`config.mk`:
```
export PLATFORM = sky130hd
export DESIGN_NAME = wall_centering_pid_controller
export DESIGN_NICKNAME = d
export VERILOG_FILES = /design/src/wcpid_pkg.sv /design/src/wall_centering_pid_controller.sv /design/src/wcpid_cfg.sv /design/src/wcpid_ctrl.sv /design/src/wcpid_dp.sv
export SDC_FILE = /design/constraint.sdc
export NUM_CORES = 2
export LEC_CHECK = 0
export BUFFER_PORTS_ARGS = -buffer_cell sky130_fd_sc_hd__buf_4
export CAP_MARGIN = 20
export CORE_MARGIN = 2
export CORE_UTILIZATION = 41
export CTS_CLUSTER_SIZE = 10
export DETAILED_ROUTE_END_ITERATION = 6
export GPL_TIMING_DRIVEN = 1
export PLACE_DENSITY_LB_ADDON = 0.08
export RECOVER_POWER = 50
export SKIP_LAST_GASP = 1
export SYNTH_ARGS = -nofsm -noshare
export SYNTH_HDL_FRONTEND = slang
export SYNTH_HIERARCHICAL = 1
export SYNTH_SLANG_ARGS = --single-unit
```
`constraint.sdc`:
```
create_clock -name aclk -period 9.95 [get_ports aclk]
set_input_delay 1.99 -clock aclk [delete_from_list [all_inputs] [get_ports aclk]]
set_output_delay 1.99 -clock aclk [all_outputs]
set_load 0.005 [all_outputs]
```
`src/wcpid_pkg.sv`:
```
// ============================================================================
// wcpid_pkg
// Shared types and constants of the wall centering PID controller
// ============================================================================
`default_nettype none

package wcpid_pkg;

    localparam logic [9:0]  RIGHT_SECTOR_END  = 10'd180;
    localparam logic [9:0]  LEFT_SECTOR_START = 10'd360;
    localparam logic [10:0] SCAN_LENGTH       = 11'd720;
    localparam logic [9:0]  POSITION_MAX      = 10'd1023;
    localparam logic [15:0] SPEED_STEP        = 16'd13;

    localparam logic [2:0] REG_GAIN_P      = 3'd0;
    localparam logic [2:0] REG_GAIN_I      = 3'd1;
    localparam logic [2:0] REG_GAIN_D      = 3'd2;
    localparam logic [2:0] REG_PERIOD      = 3'd3;
    localparam logic [2:0] REG_INV_PERIOD  = 3'd4;
    localparam logic [2:0] REG_OUT_LIMIT   = 3'd5;
    localparam logic [2:0] REG_CEILING     = 3'd6;
    localparam logic [2:0] REG_TARGET      = 3'd7;

    typedef struct packed {
        logic signed [15:0] gain_proportional;
        logic signed [15:0] gain_integral;
        logic signed [15:0] gain_derivative;
        logic [15:0]        sample_period;
        logic [15:0]        inverse_sample_period;
        logic [14:0]        output_limit;
        logic [15:0]        range_ceiling;
        logic [15:0]        target_speed;
    } cfg_t;

    typedef enum logic [3:0] {
        ST_IDLE,
        ST_DERIV,
        ST_INCR,
        ST_PROP,
        ST_INTG,
        ST_DIFF,
        ST_SUM,
        ST_CLAMP,
        ST_OUT
    } state_t;

    typedef enum logic [2:0] {
        OP_NONE,
        OP_DERIV,
        OP_INCR,
        OP_PROP,
        OP_INTG,
        OP_DIFF
    } op_t;

    typedef struct packed {
        logic sample_take;
        op_t  op;
        logic finish;
        logic load_out;
    } cmd_t;

    typedef struct packed {
        logic out_free;
    } sts_t;

endpackage

`default_nettype wire

```
`src/wall_centering_pid_controller.sv`:
```
// ============================================================================
// wall_centering_pid_controller
// Laser scan sector minima feeding a clamped PID with anti-windup and a
// forward speed ramp
// ============================================================================
// Range samples stream in one per cycle. The sample with tlast closes the
// scan and starts the PID update, which runs five products through one
// shared 33x17 multiplier followed by rounding, clamping and a result
// register: s_tready stays low from that sample through ST_DERIV to ST_OUT,
// and ST_OUT holds while a previous result still waits on m_tready. One
// result item leaves per scan. Configuration writes are always ready.
`default_nettype none

module wall_centering_pid_controller (
    input  wire logic        aclk,
    input  wire logic        aresetn,
    input  wire logic        s_tvalid,
    output logic             s_tready,
    input  wire logic [15:0] s_tdata,   // range_sample
    input  wire logic        s_tlast,   // end_of_scan
    output logic             m_tvalid,
    input  wire logic        m_tready,
    output logic [31:0]      m_tdata,   // steer_command, forward_speed
    output logic             m_tuser,   // clamped
    input  wire logic        cfg_valid,
    output logic             cfg_ready,
    input  wire logic [2:0]  cfg_index,
    input  wire logic [15:0] cfg_data
);
    import wcpid_pkg::*;

    cfg_t cfg;
    cmd_t cmd;
    sts_t sts;

    wcpid_cfg u_cfg (
        .aclk      (aclk),
        .aresetn   (aresetn),
        .cfg_valid (cfg_valid),
        .cfg_ready (cfg_ready),
        .cfg_index (cfg_index),
        .cfg_data  (cfg_data),
        .cfg       (cfg)
    );

    wcpid_ctrl u_ctrl (
        .aclk     (aclk),
        .aresetn  (aresetn),
        .s_tvalid (s_tvalid),
        .s_tlast  (s_tlast),
        .s_tready (s_tready),
        .sts      (sts),
        .cmd      (cmd)
    );

    wcpid_dp u_dp (
        .aclk         (aclk),
        .aresetn      (aresetn),
        .cfg          (cfg),
        .cmd          (cmd),
        .sts          (sts),
        .range_sample (s_tdata),
        .end_of_scan  (s_tlast),
        .m_tvalid     (m_tvalid),
        .m_tready     (m_tready),
        .m_tdata      (m_tdata),
        .m_tuser      (m_tuser)
    );

endmodule

`default_nettype wire

```
`src/wcpid_cfg.sv`:
```
// ============================================================================
// wcpid_cfg
// Configuration register file, written through the index/data channel
// ============================================================================
`default_nettype none

module wcpid_cfg (
    input  wire logic             aclk,
    input  wire logic             aresetn,
    input  wire logic             cfg_valid,
    output logic                  cfg_ready,
    input  wire logic [2:0]       cfg_index,
    input  wire logic [15:0]      cfg_data,
    output wcpid_pkg::cfg_t       cfg
);
    import wcpid_pkg::*;

    cfg_t cfg_reg;
    cfg_t cfg_next;

    assign cfg_ready = 1'b1;
    assign cfg       = cfg_reg;

    always_comb begin
        cfg_next = cfg_reg;
        if (cfg_valid) begin
            unique case (cfg_index)
                REG_GAIN_P:     cfg_next.gain_proportional     = $signed(cfg_data);
                REG_GAIN_I:     cfg_next.gain_integral         = $signed(cfg_data);
                REG_GAIN_D:     cfg_next.gain_derivative       = $signed(cfg_data);
                REG_PERIOD:     cfg_next.sample_period         = cfg_data;
                REG_INV_PERIOD: cfg_next.inverse_sample_period = cfg_data;
                REG_OUT_LIMIT:  cfg_next.output_limit          = cfg_data[14:0];
                REG_CEILING:    cfg_next.range_ceiling         = cfg_data;
                REG_TARGET:     cfg_next.target_speed          = cfg_data;
                default:        cfg_next = cfg_reg;
            endcase
        end
    end

    always_ff @(posedge aclk) begin
        if (!aresetn) begin
            cfg_reg.gain_proportional     <= 16'sd384;
            cfg_reg.gain_integral         <= 16'sd0;
            cfg_reg.gain_derivative       <= 16'sd26;
            cfg_reg.sample_period         <= 16'd256;
            cfg_reg.inverse_sample_period <= 16'd256;
            cfg_reg.output_limit          <= 15'd512;
            cfg_reg.range_ceiling         <= 16'hFFFF;
            cfg_reg.target_speed          <= 16'd179;
        end else begin
            cfg_reg <= cfg_next;
        end
    end

endmodule

`default_nettype wire

```
`src/wcpid_ctrl.sv`:
```
// ============================================================================
// wcpid_ctrl
// Sequencer: streams samples, then steps the shared multiplier through the PID
// ============================================================================
`default_nettype none

module wcpid_ctrl (
    input  wire logic        aclk,
    input  wire logic        aresetn,
    input  wire logic        s_tvalid,
    input  wire logic        s_tlast,
    output logic             s_tready,
    input  wire wcpid_pkg::sts_t sts,
    output wcpid_pkg::cmd_t  cmd
);
    import wcpid_pkg::*;

    state_t state_reg;
    state_t state_next;
    logic   take;

    assign take = s_tvalid && s_tready;

    always_comb begin
        state_next = state_reg;
        unique case (state_reg)
            ST_IDLE:  if (take && s_tlast) state_next = ST_DERIV;
            ST_DERIV: state_next = ST_INCR;
            ST_INCR:  state_next = ST_PROP;
            ST_PROP:  state_next = ST_INTG;
            ST_INTG:  state_next = ST_DIFF;
            ST_DIFF:  state_next = ST_SUM;
            ST_SUM:   state_next = ST_CLAMP;
            ST_CLAMP: state_next = ST_OUT;
            ST_OUT:   if (sts.out_free) state_next = ST_IDLE;
            default:  state_next = ST_IDLE;
        endcase
    end

    always_comb begin
        s_tready        = 1'b0;
        cmd.sample_take = 1'b0;
        cmd.op          = OP_NONE;
        cmd.finish      = 1'b0;
        cmd.load_out    = 1'b0;
        unique case (state_reg)
            ST_IDLE: begin
                s_tready        = 1'b1;
                cmd.sample_take = s_tvalid;
            end
            ST_DERIV: cmd.op = OP_DERIV;
            ST_INCR:  cmd.op = OP_INCR;
            ST_PROP:  cmd.op = OP_PROP;
            ST_INTG:  cmd.op = OP_INTG;
            ST_DIFF:  cmd.op = OP_DIFF;
            ST_SUM:   cmd.op = OP_NONE;
            ST_CLAMP: cmd.finish = 1'b1;
            ST_OUT:   cmd.load_out = sts.out_free;
            default:  cmd.op = OP_NONE;
        endcase
    end

    always_ff @(posedge aclk) begin
        if (!aresetn) begin
            state_reg <= ST_IDLE;
        end else begin
            state_reg <= state_next;
        end
    end

endmodule

`default_nettype wire

```
`src/wcpid_dp.sv`:
```
// ============================================================================
// wcpid_dp
// Datapath: sector minima, shared multiplier, accumulator, clamp and output
// ============================================================================
`default_nettype none

module wcpid_dp (
    input  wire logic            aclk,
    input  wire logic            aresetn,
    input  wire wcpid_pkg::cfg_t cfg,
    input  wire wcpid_pkg::cmd_t cmd,
    output wcpid_pkg::sts_t      sts,
    input  wire logic [15:0]     range_sample,
    input  wire logic            end_of_scan,
    output logic                 m_tvalid,
    input  wire logic            m_tready,
    output logic [31:0]          m_tdata,
    output logic                 m_tuser
);
    import wcpid_pkg::*;

    logic [9:0]         pos_reg, pos_next;
    logic [15:0]        rmin_reg, rmin_next;
    logic [15:0]        lmin_reg, lmin_next;
    logic [15:0]        sample_sat, rmin_cur, lmin_cur;
    logic               in_right, in_left;

    logic signed [16:0] er;
    logic signed [17:0] de;
    logic signed [32:0] mul_a;
    logic signed [16:0] mul_b;
    logic signed [49:0] mul_p;
    logic signed [49:0] prod_reg;
    logic signed [49:0] prod_rnd;
    op_t                pend_reg;

    logic signed [25:0] deriv_reg;
    logic signed [24:0] incr_reg;
    logic signed [49:0] acc_reg;
    logic signed [49:0] acc_rnd;
    logic signed [41:0] drive, lim, drive_clamped;
    logic               sat;
    logic signed [32:0] int_sum;
    logic signed [31:0] int_sat;

    logic signed [31:0] integral_reg;
    logic signed [16:0] prev_err_reg;
    logic [15:0]        speed_reg;
    logic [16:0]        speed_inc;
    logic [15:0]        speed_next;

    logic [15:0]        res_steer_reg;
    logic [15:0]        res_speed_reg;
    logic               res_sat_reg;
    logic               out_valid_reg;
    logic [31:0]        out_data_reg;
    logic               out_user_reg;

    // sector tracking
    assign sample_sat = (range_sample > cfg.range_ceiling) ? cfg.range_ceiling : range_sample;
    assign rmin_cur   = (pos_reg == '0) ? cfg.range_ceiling : rmin_reg;
    assign lmin_cur   = (pos_reg == '0) ? cfg.range_ceiling : lmin_reg;
    assign in_right   = pos_reg < RIGHT_SECTOR_END;
    assign in_left    = (pos_reg >= LEFT_SECTOR_START) && ({1'b0, pos_reg} < SCAN_LENGTH);

    always_comb begin
        rmin_next = rmin_cur;
        lmin_next = lmin_cur;
        if (in_right && sample_sat < rmin_cur) rmin_next = sample_sat;
        if (in_left && sample_sat < lmin_cur)  lmin_next = sample_sat;
        if (end_of_scan) begin
            pos_next = '0;
        end else if (pos_reg < POSITION_MAX) begin
            pos_next = pos_reg + 10'd1;
        end else begin
            pos_next = pos_reg;
        end
    end

    // error terms
    assign er = $signed({1'b0, rmin_reg}) - $signed({1'b0, lmin_reg});
    assign de = $signed({er[16], er}) - $signed({prev_err_reg[16], prev_err_reg});

    // shared multiplier operand select
    always_comb begin
        mul_a = '0;
        mul_b = '0;
        case (cmd.op)
            OP_DERIV: begin
                mul_a = {{15{de[17]}}, de};
                mul_b = $signed({1'b0, cfg.inverse_sample_period});
            end
            OP_INCR: begin
                mul_a = {{16{er[16]}}, er};
                mul_b = $signed({1'b0, cfg.sample_period});
            end
            OP_PROP: begin
                mul_a = {{16{er[16]}}, er};
                mul_b = {cfg.gain_proportional[15], cfg.gain_proportional};
            end
            OP_INTG: begin
                mul_a = {integral_reg[31], integral_reg};
                mul_b = {cfg.gain_integral[15], cfg.gain_integral};
            end
            OP_DIFF: begin
                mul_a = {{7{deriv_reg[25]}}, deriv_reg};
                mul_b = {cfg.gain_derivative[15], cfg.gain_derivative};
            end
            default: begin
                mul_a = '0;
                mul_b = '0;
            end
        endcase
    end

    assign mul_p    = mul_a * mul_b;
    assign prod_rnd = prod_reg + 50'sd128;

    // round, clamp, anti-windup integral
    assign acc_rnd = acc_reg + 50'sd128;
    assign drive   = acc_rnd[49:8];
    assign lim     = $signed({27'b0, cfg.output_limit});

    always_comb begin
        sat           = 1'b1;
        drive_clamped = drive;
        if (drive > lim) begin
            drive_clamped = lim;
        end else if (drive < -lim) begin
            drive_clamped = -lim;
        end else begin
            sat = 1'b0;
        end
    end

    assign int_sum = $signed({integral_reg[31], integral_reg})
                   + $signed({{8{incr_reg[24]}}, incr_reg});

    always_comb begin
        if (int_sum[32] != int_sum[31]) begin
            int_sat = int_sum[32] ? 32'sh8000_0000 : 32'sh7FFF_FFFF;
        end else begin
            int_sat = int_sum[31:0];
        end
    end

    assign speed_inc = {1'b0, speed_reg} + {1'b0, SPEED_STEP};

    always_comb begin
        speed_next = speed_reg;
        if (speed_reg < cfg.target_speed) begin
            speed_next = speed_inc[16] ? 16'hFFFF : speed_inc[15:0];
        end
    end

    assign sts.out_free = !out_valid_reg || m_tready;
    assign m_tvalid     = out_valid_reg;
    assign m_tdata      = out_data_reg;
    assign m_tuser      = out_user_reg;

    always_ff @(posedge aclk) begin
        prod_reg <= mul_p;
        case (pend_reg)
            OP_DERIV: deriv_reg <= prod_rnd[33:8];
            OP_INCR:  incr_reg  <= prod_rnd[32:8];
            OP_PROP:  acc_reg   <= prod_reg;
            OP_INTG,
            OP_DIFF:  acc_reg   <= acc_reg + prod_reg;
            default:  acc_reg   <= acc_reg;
        endcase
        if (cmd.finish) begin
            res_steer_reg <= drive_clamped[15:0];
            res_speed_reg <= speed_next;
            res_sat_reg   <= sat;
        end
        if (cmd.load_out) begin
            out_data_reg <= {res_speed_reg, res_steer_reg};
            out_user_reg <= res_sat_reg;
        end
    end

    always_ff @(posedge aclk) begin
        if (!aresetn) begin
            pos_reg       <= '0;
            rmin_reg      <= 16'hFFFF;
            lmin_reg      <= 16'hFFFF;
            pend_reg      <= OP_NONE;
            integral_reg  <= '0;
            prev_err_reg  <= '0;
            speed_reg     <= '0;
            out_valid_reg <= 1'b0;
        end else begin
            pend_reg <= cmd.op;
            if (cmd.sample_take) begin
                pos_reg  <= pos_next;
                rmin_reg <= rmin_next;
                lmin_reg <= lmin_next;
            end
            if (cmd.finish) begin
                prev_err_reg <= er;
                speed_reg    <= speed_next;
                if (!sat) integral_reg <= int_sat;
            end
            if (cmd.load_out) begin
                out_valid_reg <= 1'b1;
            end else if (m_tready) begin
                out_valid_reg <= 1'b0;
            end
        end
    end

endmodule

`default_nettype wire
```
Word level (Yosys, flattened, before mapping)
Cells that the tools add are included.

operators by class
  multiplexer cells = 28
  $add $sub $neg = 9
  bitwise operators = 1
  reduce and logical (&&, ||, !) cells = 26
  eq/ne operators = 28
  magnitude comparators = 10
  $mul = 1

operators by type and width
  operator                                                                count
  33-bit one-hot mux with 4 select lines                                  1
  16-bit 2-to-1 mux                                                       8
  50-bit one-hot mux with 2 select lines                                  1
  17-bit one-hot mux with 5 select lines                                  1
  32-bit 2-to-1 mux                                                       2
  50-bit adder                                                            1
  50-bit by 9-bit adder with 50-bit output (second input constant)        1
  33-bit by 17-bit multiplier with 50-bit output                          1
  16-bit less-than comparator                                             3
  42-bit by 16-bit > comparator with 1-bit output                         1
  42-bit less-than comparator                                             1
  15-bit negation with 42-bit output                                      1
  4-bit one-hot mux with 9 select lines                                   1
  34-bit by 9-bit adder with 34-bit output (second input constant)        1
  32-bit by 25-bit adder with 33-bit output                               1
  3-bit equality test (second input constant)                             8
  2-bit AND reduction                                                     11
  10-bit less-than comparator (second input constant)                     2
  10-bit 2-to-1 mux                                                       2
  3-bit by 2-bit equality test with 1-bit output (second input constant)  6
  17-bit by 17-bit subtractor with 18-bit output                          1
  16-bit by 4-bit adder with 17-bit output (second input constant)        1
  16-bit by 16-bit subtractor with 17-bit output                          1
  4-bit by 3-bit equality test with 1-bit output (second input constant)  4
  23 further kinds                                                        42

word-level totals
  register bits = 459
  word-level logic and storage cells = 130
  output and inout port bits = 36
  input port bits = 41

Logic depth before layout (Yosys ltp)
  depth in word-level cells = 6
  depth in mapped cells = 46
  gate-level depth less buffers = 45

Cells and area by module
Netlist, hierarchy kept.

by module, submodules not included
  module      sequential area each (µm²)  area each (µm²)  cells each  instances
  wcpid_dp    8237.9                      42687.2          4876        1
  wcpid_cfg   2542.4                      4812.1           459         1
  wcpid_ctrl  80.1                        242.7            27          1

Worst setup path before layout
Ideal clock, no wire load.

  path kind = register -> register
  start point = register u_dp.lmin_reg[1]
  end point = register u_dp.prod_reg[46]
  path slack = -0.084 ns
  clock period less this slack = 10.034 ns
  arrival = 9.962 ns
  data required time = 9.878 ns
  setup time = 0.072 ns
  stages on the path, launching flop included = 45
  buffers on the path = 2
  path through = dfxtp_1 > inv_1 > ha_1 > nor2b_1 > o21ai_0 > a21boi_0 > o21ai_0 > a21boi_0 > o21ai_0 > a21boi_0 > o21ai_0 > and2_1 > xnor2_1 > ha_1 > and2_1 > a22oi_1 > inv_1 > a2111oi_0 > (+9 left out) > inv_1 > fa_1 > fa_1 > fa_1 > inv_1 > fa_1 > inv_1 > ha_1 > clkbuf_1 > a21oi_1 > o21bai_1 > a21oi_1 > nor2b_1 > o21a_1 > a211o_1 > a41o_1 > a21oi_1 > xnor2_1

on the way
  longest elaborated chain between the ends = 4

ends and longest elaborated chain
  what                                                RTL line         text
  start: declaration                                  wcpid_dp.sv:24   logic [15:0] lmin_reg, lmin_next;
  start signal: assignment                            wcpid_dp.sv:197  lmin_reg <= lmin_next;
  16-bit by 16-bit subtractor with 17-bit output (*)  wcpid_dp.sv:81   assign er = $signed({1'b0, rmin_reg}) - $signed({1'b0, lmin_reg});
  via u_dp.er[9]                                      wcpid_dp.sv:28   logic signed [16:0] er;
  17-bit by 17-bit subtractor with 18-bit output      wcpid_dp.sv:82   assign de = $signed({er[16], er}) - $signed({prev_err_reg[16], prev_err_reg});
  33-bit one-hot mux with 4 select lines (*)          wcpid_dp.sv:88   case (cmd.op)
  33-bit by 17-bit multiplier with 50-bit output (*)  wcpid_dp.sv:116  assign mul_p = mul_a * mul_b;
  via u_dp.mul_p[46]                                  wcpid_dp.sv:32   logic signed [49:0] mul_p;
  end signal: assignment                              wcpid_dp.sv:162  prod_reg <= mul_p;
  end: declaration                                    wcpid_dp.sv:33   logic signed [49:0] prod_reg;

Mark *: on every way through the listed nets, which the timed path passes. The rest lies on a longest branch.
A chain may end at the register's enable or synchronous reset.

Worst setup path after layout
  start point = register u_dp.lmin_reg[1]
  end point = register u_dp.prod_reg[49]

Same word-level chain as after synthesis.

==> results.json <==
{
  "fin_cells": 7312,
  "grt_pass1_vias": 39800,
  "fin_skew_ns": 0.0488,
  "maxSlewViolCount": 448,
  "violations": "capacitance limit, slew limit",
  "fin_crit_sh_pct": 98.6,
  "hold_path_class": "reg -> reg",
  "ys_types": 93,
  "yosys_warnings": 6,
  "cap_violations": 10,
  "path_buf_inv": 10,
  "fin_crit_ns": 9.81,
  "final_antenna_net_count": 0,
  "crit_family": "adder cells",
  "die_x_um": 345,
  "fin_nets": 6668,
  "drive_above_1_share_pct": 16.0,
  "drt_first_pass_iters": 5,
  "path_common_cell": "fa_1",
  "synth.top_cell.area_share_pct": 22.2,
  "crit_type": "reg -> reg",
  "worst_slack_ns": 0.141,
  "drc": 0,
  "r2r_slack_ns": 0.14,
  "syn_nets": 6289,
  "cts_tree": "built",
  "clk_pin_slew_ns": 0.06,
  "ys_seq_elements": 459,
  "hpwlAfterDp_mm": 114,
  "cp.arrival_ns": 10.36,
  "fillers": 11100,
  "tightest_slew_ns": 3.93,
  "worstPathRequired_ns": 10.50,
  "die_y_um": 345,
  "synth_top_cells_by_area": "fa_1 (22%), dfxtp_1 (12%), edfxtp_1 (11%)",
  "synth_area_leader_cell": "fa_1",
  "dp_cells": 7156,
  "ir_drop_mv": 0.140,
  "num_io_pins": 77,
  "grt.total_usage_pct": 24.5,
  "power_uw": 8140,
  "area.growth.synth_to_final_pct": 18.3,
  "cts_max_level": 2,
  "synth-edff-count": 167,
  "yosysSeqAreaShare_pct": 22.7,
  "dp_worst_setup_slack_ns": -1.04,
  "largest_reg_flops": 127,
  "rsz0062_at_grt": "true",
  "cts_root_buf": "clkbuf_16",
  "async_flop_share_pct": 0,
  "fmax_mhz": 102,
  "cts.sinks": 459,
  "status": "finished, violations left",
  "rr_startpoint": "u_dp/lmin_reg[1]$_SDFFE_PN1P_",
  "syn_area_sq_um": 47700,
  "crit_path_end_kind": "flop",
  "clock_latency_ns": 0.67,
  "whs_path_depth": 0,
  "fin_util_pct": 48.7,
  "synth.avg_cell_area_sq_um": 8.90,
  "fp.dieArea_sq_um": 119000,
  "start_util_pct": 41.2,
  "synth_common_cells": "inv_1 (705), nand2_1 (564), fa_1 (530)",
  "multi_input_area_sq_um": 34800,
  "p_per_area_nw_per_um2": 144,
  "crit_path_start": "u_dp/lmin_reg[1]$_SDFFE_PN1P_",
  "cp-endpoint": "u_dp/prod_reg[49]$_DFF_P_",
  "post_drt_wl_per_cell_um": 19.9,
  "crit_fanout": 5,
  "relSlewSlack_pct": -162,
  "reg2reg_to": "u_dp/prod_reg[49]$_DFF_P_",
  "p_leak_uw": 0.0259,
  "grt_overflow": 0,
  "synth_flop_cell": "dfxtp_1",
  "regArea_sq_um": 10900,
  "placed_area_sq_um": 52700,
  "grt_max_degree": 94,
  "slowest_delay_ns": 0.56,
  "drt-initial-drc-count": 2384,
  "drt-vias-per-instance": 5.30,
  "worstRegToRegCells": 45,
  "numCtsBuffers": 58,
  "synthCells": 5362,
  "core-area_sq_um": 116000,
  "grt_pass1_wl_mm": 230,
  "hold_viol": 0,
  "fp-row-count": 125,
  "gp_congestion": 0.879,
  "num_vias": 38800,
  "crit_cells": 45,
  "clock_path_buffers": 3,
  "synth.most_common_cell": "inv_1",
  "port_buffers": 75,
  "design_area_sq_um": 56500,
  "wl_mm": 145,
  "setup_viol": 0,
  "grt_antenna_before_repair": 2,
  "cp_slowest_cell": "fa_1",
  "start_kind": "flop"
}
-- repair_timing --
item | CTS | global route
cloned | 0 | 1
hold buffers | 0 | 0
resized for setup | 80 | 275
hold endpoints to repair | 0 | 0
setup endpoints to repair | 20 | 26
pin swaps | 43 | 222
buffers inserted | 16 | 34
-- final cells by class --
cell class | instances | share of cell area (%)
Multi-Input combinational cell | 3975 | 61.6
Sequential cell | 459 | 19.2
Timing Repair Buffer | 540 | 7.72
Inverter | 707 | 4.71
Tap cell | 1524 | 3.38
Clock buffer | 92 | 3.07
Clock inverter | 12 | 0.295
Antenna cell | 3 | 0.0133
-- layer usage --
layer	vias up	track usage (%)	share of wire (%)
met4	0	6.38	2.8
met2	789	42.1	48
met5	-	0	0
met3	183	2.22	3.8
li1	18600	-	-
met1	19200	32.9	45
-- cell usage in the layout (no fill, tap or decap), types with 26 or more instances in the layout --
master	Yosys	final
nand2b_1	54	52
nor2_1	528	498
a21o_1	101	101
o21ai_1	29	33
a31oi_1	43	39
nand4_1	47	47
and3_1	37	35
xor2_1	86	85
clkbuf_16	0	61
a21boi_0	42	35
xnor2_1	144	133
and2_1	48	43
ha_1	356	322
nand2_1	564	558
ha_4	0	27
fa_1	530	520
o21ai_0	220	189
nor3_1	43	41
nand3_1	98	97
mux2i_1	210	210
inv_1	705	681
o31ai_1	32	29
edfxtp_1	167	167
a21oi_2	0	28
or3_1	28	26
o21a_1	59	51
buf_4	4	476
a21oi_1	234	201
nor2b_1	86	83
clkbuf_1	175	34
dfxtp_1	292	286
buf_6	3	32
-- power breakdown --
group	leakage, uW	total [uW]	switching, uW	internal [uW]
Combinational	0.0211	3870	2090	1780
Clock	0.000920	2100	883	1220
Sequential	0.00390	2170	103	2060
-- metrics by stage --
stage | setup TNS (ns) | hold WS (ns)
after floorplan | 0 | 0.400
after global placement | -9.21 | 0.400
after detailed placement | -10.23 | 0.405
after CTS | -0.0562 | 0.404
after global routing | -2.03 | 0.413
final | 0 | 0.412
-- logic make-up (layout without fill, tap and decap cells) --
group	count (synthesis)	after routing	share of synthesized area, %
and+or+nand+nor	1635	1635	15.8
AOI/OAI and AO/OA	975	975	13.0
buffers and inverters	928	1351	7.45
adders and majority gates	902	902	31.9
DFF	459	459	22.7
muxes	232	232	4.92
xor gates and xnor gates	230	230	4.22
other	1	4	0.00785
-- how the worst min path moves through the flow --
stage	slack, ns	from	to
after global placement	0.40	u_dp/res_steer_reg[12]$_DFFE_PP_	u_dp/m_tdata[12]$_DFFE_PP_
after detailed placement	0.40	u_dp/res_speed_reg[10]$_DFFE_PP_	u_dp/m_tdata[26]$_DFFE_PP_
final	0.41	u_dp/res_steer_reg[12]$_DFFE_PP_	u_dp/m_tdata[12]$_DFFE_PP_
after floorplan	0.40	u_dp/res_steer_reg[0]$_DFFE_PP_	u_dp/m_tdata[0]$_DFFE_PP_
after global routing	0.41	u_dp/res_steer_reg[12]$_DFFE_PP_	u_dp/m_tdata[12]$_DFFE_PP_
after CTS	0.40	u_dp/res_steer_reg[12]$_DFFE_PP_	u_dp/m_tdata[12]$_DFFE_PP_
Power figures use the tool's default switching activity.
